===== src/hw/rtl/lzsd_ram.sv =====
// lzsd_ram: generic single-write, single-read RAM with registered read data.
// Read data holds while re is low; a same-address write returns old data.
module lzsd_ram #(
  parameter int WIDTH = 8,
  parameter int DEPTH = 256
) (
  input  logic                     clk,
  input  logic                     we,
  input  logic [$clog2(DEPTH)-1:0] waddr,
  input  logic [WIDTH-1:0]         wdata,
  input  logic                     re,
  input  logic [$clog2(DEPTH)-1:0] raddr,
  output logic [WIDTH-1:0]         rdata
);

  logic [WIDTH-1:0] mem [DEPTH];

  always_ff @(posedge clk) begin
    if (we) begin
      mem[waddr] <= wdata;
    end
    if (re) begin
      rdata <= mem[raddr];
    end
  end

endmodule


===== config.mk =====
export PLATFORM = sky130hd
export DESIGN_NAME = lzsd_ram
export DESIGN_NICKNAME = d
export VERILOG_FILES = /design/src/hw/rtl/lzsd_ram.sv
export SDC_FILE = /design/constraint.sdc
export NUM_CORES = 2
export LEC_CHECK = 0
export BUFFER_PORTS_ARGS = -buffer_cell sky130_fd_sc_hd__clkbuf_2
export CORE_ASPECT_RATIO = 1.5
export CORE_MARGIN = 2
export CORE_UTILIZATION = 35
export CTS_CLUSTER_DIAMETER = 60
export DETAILED_ROUTE_END_ITERATION = 10
export PLACE_DENSITY_LB_ADDON = 0.08
export REMOVE_ABC_BUFFERS = 1
export SYNTH_ARGS = -nofsm -noshare
export SYNTH_HDL_FRONTEND = slang
export SYNTH_SLANG_ARGS = --single-unit

===== constraint.sdc =====
create_clock -name clk -period 2.8 [get_ports clk]
set_input_delay 0.56 -clock clk [delete_from_list [all_inputs] [get_ports clk]]
set_output_delay 0.56 -clock clk [all_outputs]
set_load 0.005 [all_outputs]

==> flow_summary.yaml <==
clock_tree:
  cts_hold_buf: 0
  worst_setup_hold_path_clk_slew_ps: 60
  cts.sinks: 2056
  cts_htree_levels: 4
  worstSkewPairLatency_ps: 860
  cts_max_path_buffers: 4
  cts_buffers: 206
  cts_root_buf: "clkbuf_16"
  cts_tree: "yes"
timing:
  hold_viol: 0
  timing.final.ws_setup_ps: 46.8
  setup_viol: 0
  final.setup_skew_ps: 66.2
  holdWs_ps: 142
  tightest_slew_ps: 867
  finalCritPeriodShare_pct: 98.3
  grt_setup_unrepaired: "no"
  maxSlewViolCount: 0
  period_minus_slack_ps: 2750
  timing.fmax_mhz: 363
  relSlewSlack_pct: 42.2
worst_setup_path:
  cpPeakStageDelay_ps: 550
  cp.arrival_ps: 3350
  worst-setup-path-type: "input port to flip-flop"
  crit_required_ps: 3390
  start_kind: "input port"
  r2r_end: "rdata[5]"
  rr_startpoint: "mem[211][5]"
  cp_cell_sequence: "buf_8 > buf_6 > buf_16 > buf_16 > mux4_2 > a221oi_4 > buf_4 > o32ai_1 > nor3_4 > buf_4 > nor4_1"
  r2r_cells: 8
  endpoint_kind: "flip-flop"
  worstPathMaxFanout: 10
  crit_slowest_cell: "mux4_2"
  reg2reg_slack_ps: 160
yosys:
  ys_seq_elements: 2056
  async_reset_ff_share_pct: 0
  synth_cell_types: 54
  postSynthAreaPerCell_um2: 21.3
  synth_area_leader_cell: "edfxtp_1"
  yosysSeqAreaShare_pct: 77.5
  synthTopCellsByArea: "edfxtp_1, mux4_2, mux2i_1"
  synth_top_area_share_pct: 77.5
  syn_inst: 3733
  yosys_warnings: 0
  synthFlopType: "edfxtp_1"
  synth_edf_count: 2056
  syn_area_um2: 79600
run:
  drv_cap: 0
global_route:
  grt_max_degree: 96
  grt_overflow: 0
  grt_pass1_wl_um: 336000
  track_usage_pct: 20.5
  grt_pass1_vias: 42395
  grt_antenna_before_repair: 13
power_and_ir_drop:
  ir_drop_mv: 0.442
  p_per_area_nw_per_um2: 679
  report.power.total_uw: 65100
  leakage_uw: 0.0309
floorplanning:
  die_h_um: 588
  rows: 214
  coreArea_um2: 227000
  ioPinCount: 35
  die_area_um2: 231000
  die_x_um: 393
  initial_core_util_pct: 35.2
drt:
  antenna_left: 0
  route.detailed.drc: 0
  firstDrtPassIters: 7
  wl_um: 241000
  drt-initial-drc-count: 3019
  vias: 40289
  avgViaCountPerCell: 5.23
  wire_per_inst_um: 31.3
finish:
  drive_gt1_share_pct: 33.9
  area_growth_pct: 20.3
  finalInstanceArea_um2: 95800
  fin_nets: 4539
  fin_util_pct: 42.3
hold_path:
  min-delay-start: "wdata[2]"
  holdPathEnd: "mem[40][2]"
  hold_path.class: "input port to flip-flop"
  hold_depth: 1
status:
  status: "completed"
placed_design:
  dp_hpwl_um: 163000
  place_ws_ps: -1780
  placed_cell_area_um2: 89100
  io_buffers: 34
  gp_congestion: 0.811
==> layout by cell type, fill, tap and decap left out, drive strengths merged, types with 28 or more instances in the layout <==
cell type  Yosys  layout
edfxtp      2056    2056
buf          122     780
mux4         456     456
nor2         282     282
clkbuf       111     269
mux2i        134     134
a22oi        133     133
a21oi         96      96
clkinv         1      94
o221ai        47      47
nand3         34      34
nand2         33      33
nor2b         31      31
o22ai         28      28
==> through the flow <==
stage	cells	TNS [ps]
floorplan	3500	-1720
global placement	7325	-9170
detailed placement	7325	-8520
CTS	7694	0
global route	7698	0
finish	7699	0
==> power breakdown <==
| part | total [uW] | internal, uW | switching, uW |
|---|---|---|---|
| Clock | 27300 | 15500 | 11800 |
| Combinational | 3840 | 1520 | 2320 |
| Sequential | 34000 | 33900 | 52.0 |
| Total | 65100 | 50900 | 14200 |
==> critical path, delay by kind of cell <==
| family | cells | cell delay, ps |
|---|---|---|
| buffers and inverters | 6 | 1170 |
| AO/OA/AOI/OAI | 2 | 530 |
| multiplexers | 1 | 550 |
| AND/OR/NAND/NOR | 2 | 470 |
==> registers in the layout, indices dropped and copies added, names as in the netlist <==
name	cells
rdata	8
mem	2048
==> routing by layer <==
layer	global-route usage, %	wire [um]	vias up
met5	0	66	-
met4	4.69	5150	10
met3	2.53	8550	277
met2	38.7	132000	768
met1	24.9	94600	21984
li1	-	-	17250
==> cell usage after synthesis (31+ instances only) <==
master	number
edfxtp_1	2056
mux4_2	454
nor2_1	282
mux2i_1	134
a22oi_1	133
clkbuf_1	111
a21oi_1	96
o221ai_1	46
nand3_1	34
nand2_1	33
buf_2	31
nor2b_1	31
==> repair_timing <==
action	CTS	global route
cloned	0	3
gates resized for setup	12	5
endpoints found under the setup margin	6	2
pin swaps	0	1
buffers inserted	0	0
==> area by class of cell <==
class / count / area [um2]
repair buffers: 804 / 7170
multi-input cells: 1442 / 16600
fillers: 20008 / 131000
clock inverters: 124 / 1070
well taps: 3024 / 3780
flip-flops and latches: 2056 / 61700
inverters: 2 / 7.51
diodes: 2 / 5.00
clock buffers: 245 / 5410
==> cells by family after synthesis <==
logic type             share of synthesized area [%]
buffers and inverters                           1.83
AND/OR/NAND/NOR                                 2.63
AO/OA/AOI/OAI                                   3.42
flip-flops                                      77.5
multiplexers                                    14.6
==> worst max-delay path by stage <==
stage | startpoint | to | slack [ps]
final | raddr[0] | rdata[5] | 50
after CTS | mem[35][3] | rdata[3] | 3
after floorplan | raddr[2] | rdata[6] | -250
after detailed placement | raddr[0] | rdata[5] | -1780
after global placement | raddr[0] | rdata[5] | -1800
after global routing | raddr[0] | rdata[5] | 30
Note: power is estimated with default switching activity, not from simulation.
