$ cat src/hw/rtl/lzsd_pkg.sv
// lzsd_pkg: shared constants and types for the seven-command LZ decompressor.
// Used by lzsd_ctrl and lz_seven_command_decompressor_top; no dependencies.
package lzsd_pkg;

  // Default size of the output history store in bytes
  localparam int STORE_BYTES_DEF = 4096;

  // Item kinds on the feed channel
  localparam logic FUNC_FEED = 1'b0;
  localparam logic FUNC_PULL = 1'b1;

  // Command byte markers
  localparam logic [7:0] CMD_END  = 8'hFF;
  localparam logic [7:0] CMD_BAD  = 8'hFC;
  localparam logic [7:0] CMD_LONG = 8'hE0;
  localparam logic [7:0] REF_BIAS = 8'd127;

  // Command kinds
  localparam logic [2:0] KIND_LIT  = 3'd0;
  localparam logic [2:0] KIND_FILL = 3'd1;
  localparam logic [2:0] KIND_PAIR = 3'd2;
  localparam logic [2:0] KIND_ZERO = 3'd3;
  localparam logic [2:0] KIND_COPY = 3'd4;
  localparam logic [2:0] KIND_REV  = 3'd5;
  localparam logic [2:0] KIND_BACK = 3'd6;

  // Error codes
  localparam logic [2:0] ERR_NONE      = 3'd0;
  localparam logic [2:0] ERR_CMD       = 3'd1;
  localparam logic [2:0] ERR_OVERFLOW  = 3'd2;
  localparam logic [2:0] ERR_REF       = 3'd3;
  localparam logic [2:0] ERR_UNDERFLOW = 3'd4;
  localparam logic [2:0] ERR_KIND      = 3'd5;

  // Per-beat control handed from the parser to the store pipeline
  typedef struct packed {
    logic       produce;     // beat emits a byte and writes the store
    logic       from_store;  // byte comes from a store read
    logic       reverse;     // bit-reverse the store byte
    logic [7:0] data;        // literal or fill byte when not from the store
    logic       need_input;
    logic       done;
    logic [2:0] error;
  } issue_t;

endpackage

$ cat src/hw/rtl/lzsd_ctrl.sv
// lzsd_ctrl: command parser and run sequencer; one decision per accepted beat.
// Depends on lzsd_pkg. Drives store addresses and per-beat control to the top.
module lzsd_ctrl #(
  parameter int STORE_BYTES = lzsd_pkg::STORE_BYTES_DEF
) (
  input  logic                           clk,
  input  logic                           rst,
  input  logic                           accept,
  input  logic                           func,
  input  logic [7:0]                     data_byte,
  output lzsd_pkg::issue_t               issue,
  output logic [$clog2(STORE_BYTES)-1:0] rd_addr,
  output logic [$clog2(STORE_BYTES)-1:0] wr_addr,
  output logic [12:0]                    count
);

  localparam int AW   = $clog2(STORE_BYTES);
  localparam int PW   = $clog2(STORE_BYTES + 1);
  localparam int SUMW = ((PW > 11) ? PW : 11) + 1;
  localparam int CW   = ((PW > 16) ? PW : 16) + 1;

  typedef enum logic [3:0] {
    PH_CMD, PH_LEN2, PH_REF1, PH_REF2, PH_FILL, PH_PAIR1, PH_PAIR2,
    PH_LIT, PH_RUN, PH_DONE, PH_ERR
  } phase_t;

  phase_t        phase, phase_next;
  logic [2:0]    kind, kind_next;
  logic [10:0]   run, run_next, run_dec;
  logic [15:0]   src, src_next;
  logic [15:0]   fill, fill_next;
  logic [PW-1:0] wp, wp_next;
  logic [2:0]    err, err_next;
  logic          done_flag, done_next;
  logic          put, len_chk, ref_chk;
  logic          from_store, reverse;
  logic [7:0]    byte_val;

  // Next-state decode for one beat
  always_comb begin
    phase_next = phase;
    kind_next  = kind;
    run_next   = run;
    src_next   = src;
    fill_next  = fill;
    wp_next    = wp;
    err_next   = err;
    done_next  = done_flag;
    put        = 1'b0;
    len_chk    = 1'b0;
    ref_chk    = 1'b0;
    from_store = 1'b0;
    reverse    = 1'b0;
    byte_val   = 8'd0;
    run_dec    = run;

    case (phase)
      PH_ERR, PH_DONE: begin
        // ignored
      end
      PH_RUN: begin
        if (func != lzsd_pkg::FUNC_PULL) begin
          err_next   = lzsd_pkg::ERR_KIND;
          phase_next = PH_ERR;
        end else begin
          put = 1'b1;
          case (kind)
            lzsd_pkg::KIND_PAIR: begin
              byte_val  = fill[15:8];
              fill_next = {fill[7:0], fill[15:8]};
            end
            lzsd_pkg::KIND_COPY, lzsd_pkg::KIND_REV: begin
              from_store = 1'b1;
              reverse    = (kind == lzsd_pkg::KIND_REV);
              src_next   = src + 16'd1;
            end
            lzsd_pkg::KIND_BACK: begin
              from_store = 1'b1;
              src_next   = src - 16'd1;
            end
            default: begin
              byte_val = fill[7:0];
            end
          endcase
        end
      end
      default: begin
        if (func != lzsd_pkg::FUNC_FEED) begin
          err_next   = lzsd_pkg::ERR_KIND;
          phase_next = PH_ERR;
        end else begin
          case (phase)
            PH_CMD: begin
              if (data_byte == lzsd_pkg::CMD_END) begin
                done_next  = 1'b1;
                phase_next = PH_DONE;
              end else if (data_byte >= lzsd_pkg::CMD_BAD) begin
                err_next   = lzsd_pkg::ERR_CMD;
                phase_next = PH_ERR;
              end else if (data_byte >= lzsd_pkg::CMD_LONG) begin
                kind_next  = data_byte[4:2];
                run_next   = {9'd0, data_byte[1:0]};
                phase_next = PH_LEN2;
              end else begin
                kind_next = data_byte[7:5];
                run_next  = {6'd0, data_byte[4:0]} + 11'd1;
                len_chk   = 1'b1;
              end
            end
            PH_LEN2: begin
              run_next = {1'b0, run[1:0], data_byte} + 11'd1;
              len_chk  = 1'b1;
            end
            PH_REF1: begin
              if (data_byte[7]) begin
                src_next = 16'(wp) - {8'd0, data_byte - lzsd_pkg::REF_BIAS};
                ref_chk  = 1'b1;
              end else begin
                src_next   = {data_byte, 8'd0};
                phase_next = PH_REF2;
              end
            end
            PH_REF2: begin
              src_next = {src[15:8], data_byte};
              ref_chk  = 1'b1;
            end
            PH_FILL: begin
              fill_next  = {8'd0, data_byte};
              phase_next = PH_RUN;
            end
            PH_PAIR1: begin
              fill_next  = {data_byte, 8'd0};
              phase_next = PH_PAIR2;
            end
            PH_PAIR2: begin
              fill_next  = {fill[15:8], data_byte};
              phase_next = PH_RUN;
            end
            default: begin
              // literal run byte
              put      = 1'b1;
              byte_val = data_byte;
            end
          endcase
        end
      end
    endcase

    // Run length known: bound check, then branch on kind
    if (len_chk) begin
      if ((SUMW'(wp) + SUMW'(run_next)) > SUMW'(STORE_BYTES)) begin
        err_next   = lzsd_pkg::ERR_OVERFLOW;
        phase_next = PH_ERR;
      end else begin
        case (kind_next)
          lzsd_pkg::KIND_LIT:  phase_next = PH_LIT;
          lzsd_pkg::KIND_FILL: phase_next = PH_FILL;
          lzsd_pkg::KIND_PAIR: phase_next = PH_PAIR1;
          lzsd_pkg::KIND_ZERO: begin
            fill_next  = 16'd0;
            phase_next = PH_RUN;
          end
          default:             phase_next = PH_REF1;
        endcase
      end
    end

    // Copy source known: must lie in written data
    if (ref_chk) begin
      if (CW'(src_next) >= CW'(wp)) begin
        err_next   = lzsd_pkg::ERR_REF;
        phase_next = PH_ERR;
      end else if (kind == lzsd_pkg::KIND_BACK && 17'(run) > (17'(src_next) + 17'd1)) begin
        err_next   = lzsd_pkg::ERR_UNDERFLOW;
        phase_next = PH_ERR;
      end else begin
        phase_next = PH_RUN;
      end
    end

    // Byte produced: advance position, count down run
    if (put) begin
      wp_next  = wp + PW'(1);
      run_dec  = run - ((run != 11'd0) ? 11'd1 : 11'd0);
      run_next = run_dec;
      if (run_dec == 11'd0) begin
        phase_next = PH_CMD;
      end
    end
  end

  // Beat control and store addresses
  always_comb begin
    issue.produce    = put;
    issue.from_store = from_store;
    issue.reverse    = reverse;
    issue.data       = byte_val;
    issue.need_input = !(phase_next inside {PH_RUN, PH_DONE, PH_ERR});
    issue.done       = done_next;
    issue.error      = err_next;
  end

  assign rd_addr = AW'(src);
  assign wr_addr = AW'(wp);
  assign count   = 13'(wp_next);

  // Parser state
  always_ff @(posedge clk) begin
    if (rst) begin
      phase     <= PH_CMD;
      kind      <= lzsd_pkg::KIND_LIT;
      run       <= '0;
      src       <= '0;
      fill      <= '0;
      wp        <= '0;
      err       <= lzsd_pkg::ERR_NONE;
      done_flag <= 1'b0;
    end else if (accept) begin
      phase     <= phase_next;
      kind      <= kind_next;
      run       <= run_next;
      src       <= src_next;
      fill      <= fill_next;
      wp        <= wp_next;
      err       <= err_next;
      done_flag <= done_next;
    end
  end

endmodule

$ cat config.mk
export PLATFORM = sky130hd
export DESIGN_NAME = lzsd_ctrl
export DESIGN_NICKNAME = d
export VERILOG_FILES = /design/src/hw/rtl/lzsd_pkg.sv /design/src/hw/rtl/lzsd_ctrl.sv
export SDC_FILE = /design/constraint.sdc
export NUM_CORES = 1
export LEC_CHECK = 0
export BUFFER_PORTS_ARGS = -buffer_cell sky130_fd_sc_hd__buf_2
export CELL_PAD_IN_SITES_DETAIL_PLACEMENT = 0
export CELL_PAD_IN_SITES_GLOBAL_PLACEMENT = 1
export CORE_AREA = 2 2 139 141
export DETAILED_ROUTE_END_ITERATION = 16
export DIE_AREA = 0 0 141 143
export GPL_ROUTABILITY_DRIVEN = 0
export PLACE_DENSITY_LB_ADDON = 0.05
export SYNTH_ARGS = -nofsm -noshare
export SYNTH_HDL_FRONTEND = slang
export SYNTH_SLANG_ARGS = --single-unit
$ cat constraint.sdc
create_clock -name clk -period 10.07 [get_ports clk]
set_input_delay 2.5175 -clock clk [delete_from_list [all_inputs] [get_ports clk]]
set_output_delay 2.5175 -clock clk [all_outputs]
set_load 0.02 [all_outputs]
==> results list <==
* Run status: completed
- Number of antenna violations at the first check in global routing: 0
- TritonCTS sink count: 67
* Buffers from clock root to sink, at most: 2
* Post-detail-place hpwl: roughly 23 mm
- The number of nets handed over by synthesis was approximately 1.3k.
* Critical path class: in2out
* Final setup violation count: 0
* Netlist cell types: 96
- Global-route wire length before repair: roughly 50 mm
- Detailed routing inserted a total of 9,373 vias.
* Maximum clock frequency: roughly 100 MHz
- Wires add up to about 32 mm.
- Post-route cell area: about 9500 sq um
- Initial cell density of the core: approximately 46%
- Sequential element share of the synthesized area: roughly 16%
* Number of vias per cell after detailed routing: 6.411
- The die covers approximately 20,000 sq um.
- Cell area after technology mapping: roughly 8500 sq um
* Clock network latency to the later pin of the worst-skew pair: between 0.3 and 0.4 ns
- Count of hold buffers inserted by post-cts repair: 0
- Data arrival at the endpoint of the critical path: approximately 7.3 ns
- The min-delay analysis places its worst path in the category reg2reg.
* Vias in the first global route: between 8k and 9k
- Placement-stage cell area: roughly 9000 sq um
- For this design the top-level I/O count stands at 65.
* Largest net degree at the start of global routing: 68
* Worst slack, placed: approximately 0.065 ns
- Detailed-route DRC error count: 0
* Main flop type after synthesis: sky130_fd_sc_hd__dfxtp_1
- The number of failing hold endpoints at the final stage is 0.
- Headroom to the max-slew limit came out at between 30% and 40%.
* Ys async rst share: 0%
* Clock slew at the register clock pins of the worst setup and hold paths: around 0.060 ns
- Hold timing on the final database bottoms out at a slack of 0.4827 ns.
- The repair_antennas step left the layout with diodes totalling 0.
* Gate Count Post-Synth: about 1.2k
- Share of synthesized area spent on multiplexers: 1.888%
- After synthesis, the mean cell area works out to ~7 sq um.
* Worst reg2reg path depth: 21
- Count of maximum capacitance violations: 0
- The first routing iteration left 868 violations.
* Final Skew: approximately 0.009 ns
- Simple-Gate Fraction of Synth Area: 25.75%
- Of the available clock period, the critical path in the final layout requires between 90% and 100%.
* Dpl cells: 1,439
- From bottom edge to top edge, the die measures approximately 140 um.
- Of the total synthesized cell area, the portion taken by full adders, half adders and majority gates is between 10% and 20%.
* Worst path setup slack after routing: 0.2586 ns
- XOR/XNOR Fraction of Synth Area: 7.743%
- STA puts the critical path data required time at approximately 7.6 ns.
- CP startpoint kind: input pin
* # rows: 50
- Grt ovf: 0
- The core region is approximately 19,000 sq um.
- TritonCTS built the clock tree.
- Router iterations before antenna repair: 6
- X dimension of the die: ~140 um
* Detailed-route wire length per cell: approximately 22 um
* Crit. End Element: primary output
- Root buffer cell: sky130_fd_sc_hd__clkbuf_16
- For the finished layout, the period the worst path requires is 9.811 ns.
- Once layout is complete, the utilization of the core stands at between 50 and 60%.
- Area added between synthesis and finish: 11.52%
- Number of synthesis warnings: 0
- TritonCTS created 9 clock buffers.
- # port buffers: between 60 and 70
- Transition time at the pin with the least slew margin: 0.9417 ns
* Number of enable flip-flop cells after synthesis: 0
* Post-route insts no fill: approximately 1.5k
- Combined global-route utilization of all metal layers: between 30% and 40%
- Final count of pins violating max slew: 0
- Leakage power: between 3 and 4 nW
- Summing the areas of all compound-gate instances in the mapped netlist gives about 30% of the synthesized area.
- After synthesis, the largest family of logic cells by area is compound AO/OA/AOI/OAI gates.
* Count of state elements after synthesis: 67
- Post-layout net count: 1,299
- IR analysis of the VDD net gives a maximum drop of 78.08 uV.
- The H-tree generated during clock tree synthesis spans 3 levels.
* Hold depth: 2
- Fraction of layout instances using a drive strength above 1: 15.23%
* Antenna Violating Nets Remaining: 0
* Power density relative to cell area: 118.2 nW/um^2
- Of all nets on the critical path, the largest fanout is 6.
flip-flops by register name (all words and copies together) (netlist names):
register / flops
phase: 4
err: 3
kind: 3
run: 11
fill: 16
done_flag: 1
wp: 13
src: 16
worst max-delay path: stages:
cell	delay [ns]
sky130_fd_sc_hd__buf_2	0.15
sky130_fd_sc_hd__inv_1	0.10
sky130_fd_sc_hd__ha_4	0.29
sky130_fd_sc_hd__inv_1	0.05
sky130_fd_sc_hd__ha_1	0.26
sky130_fd_sc_hd__nor2b_1	0.13
sky130_fd_sc_hd__o21a_2	0.25
sky130_fd_sc_hd__nor3_2	0.17
sky130_fd_sc_hd__o21ai_1	0.10
sky130_fd_sc_hd__a32oi_2	0.31
sky130_fd_sc_hd__nand3_2	0.13
sky130_fd_sc_hd__a211o_1	0.30
sky130_fd_sc_hd__or2_2	0.30
sky130_fd_sc_hd__xor2_1	0.17
sky130_fd_sc_hd__ha_1	0.30
sky130_fd_sc_hd__nand4_1	0.13
sky130_fd_sc_hd__o21ai_1	0.16
sky130_fd_sc_hd__a21o_1	0.13
sky130_fd_sc_hd__a21oi_1	0.05
sky130_fd_sc_hd__or4_1	0.49
sky130_fd_sc_hd__a211o_4	0.38
sky130_fd_sc_hd__a21boi_2	0.13
sky130_fd_sc_hd__o211a_1	0.15
sky130_fd_sc_hd__buf_2	0.16
layer usage:
metal	vias up	global-route usage (%)	wire, um
met5	-	0	0
met1	4460	42.56	14310
met2	410	49.68	14140
met3	69	5.064	2216
met4	0	10.47	852
li1	4434	-	-
cells in the final DEF, fill, tap and decap left out, types with 11 or more instances in the layout:
cell / synthesis / layout
sky130_fd_sc_hd__a21o_1: 19 / 19
sky130_fd_sc_hd__o22ai_1: 20 / 20
sky130_fd_sc_hd__nor3b_1: 11 / 11
sky130_fd_sc_hd__nand4_1: 15 / 15
sky130_fd_sc_hd__a32oi_1: 12 / 11
sky130_fd_sc_hd__inv_1: 49 / 48
sky130_fd_sc_hd__nor2_1: 117 / 117
sky130_fd_sc_hd__ha_1: 61 / 58
sky130_fd_sc_hd__o21ai_0: 73 / 67
sky130_fd_sc_hd__a21oi_1: 87 / 87
sky130_fd_sc_hd__mux2i_1: 16 / 16
sky130_fd_sc_hd__a211oi_1: 17 / 17
sky130_fd_sc_hd__nor3_1: 41 / 40
sky130_fd_sc_hd__nand3_1: 49 / 49
sky130_fd_sc_hd__dfxtp_1: 67 / 66
sky130_fd_sc_hd__o31ai_1: 14 / 14
sky130_fd_sc_hd__a22oi_1: 11 / 11
sky130_fd_sc_hd__a221oi_1: 11 / 11
sky130_fd_sc_hd__nand2_1: 115 / 115
sky130_fd_sc_hd__nand2b_1: 12 / 12
sky130_fd_sc_hd__and3_1: 13 / 13
sky130_fd_sc_hd__buf_2: 13 / 62
sky130_fd_sc_hd__nor4_1: 12 / 11
sky130_fd_sc_hd__buf_4: 33 / 61
sky130_fd_sc_hd__o21a_1: 16 / 15
sky130_fd_sc_hd__xnor2_1: 53 / 52
synth_stat cells (all sizes together), types with 15 or more instances:
| cell | number | area share, % |
|---|---|---|
| o21ai | 76 | 4.5 |
| a21o | 19 | 1.7 |
| o31ai | 15 | 1.4 |
| ha | 61 | 9.0 |
| nand3 | 51 | 3.2 |
| o21a | 16 | 1.4 |
| dfxtp | 67 | 16 |
| nor2 | 119 | 5.4 |
| a211oi | 18 | 1.7 |
| mux2i | 16 | 1.9 |
| inv | 50 | 2.2 |
| xnor2 | 55 | 6.0 |
| buf | 53 | 4.0 |
| nor3 | 44 | 2.9 |
| clkbuf | 52 | 2.3 |
| nand4 | 15 | 1.1 |
| nand2 | 116 | 5.2 |
| o22ai | 20 | 1.5 |
| a21oi | 88 | 5.2 |
repair_timing:
action	CTS	global route
endpoints found under the setup margin	0	4
buffers inserted	0	7
resized for setup	0	28
final timing paths:
kind,start,to,slack [ns]
max,data_byte[1],issue[4],0.26
min,err[1],err[1],0.48
max reg2reg,kind[2],phase[1],3.94
min reg2reg,err[1],err[1],0.48
logic make-up (layout without fill, tap and decap cells):
| logic type | Yosys count | in the layout |
|---|---|---|
| and+or+nand+nor | 444 | 444 |
| AOI/OAI and AO/OA | 375 | 375 |
| buffers and inverters | 156 | 191 |
| xor gates and xnor gates | 68 | 68 |
| adders and majority gates | 67 | 67 |
| DFF | 67 | 67 |
| muxes | 16 | 16 |
metrics by stage:
step / setup TNS [ns] / total power, mW
final: 0 / 1.118
after global routing: -0.0009965 / 1.179
after CTS: 0 / 1.105
after detailed placement: 0 / 0.7198
after global placement: 0 / 0.7217
after floorplan: 0 / 0.5995
power breakdown:
part	switching [mW]	internal (mW)
sequential	0.0317	0.279
combinational	0.260	0.162
clock	0.142	0.243
total	0.434	0.684
cell type report:
cell class | count | area [sq um]
clock buffers | 12 | 236.5
clock inverters | 4 | 98.84
fillers | 1906 | 9120
inverters | 51 | 191.4
multi-input cells | 970 | 6523
flip-flops and latches | 67 | 1343
well taps | 234 | 292.8
repair buffers | 124 | 775.7
Note: power is estimated with default switching activity, not from simulation.
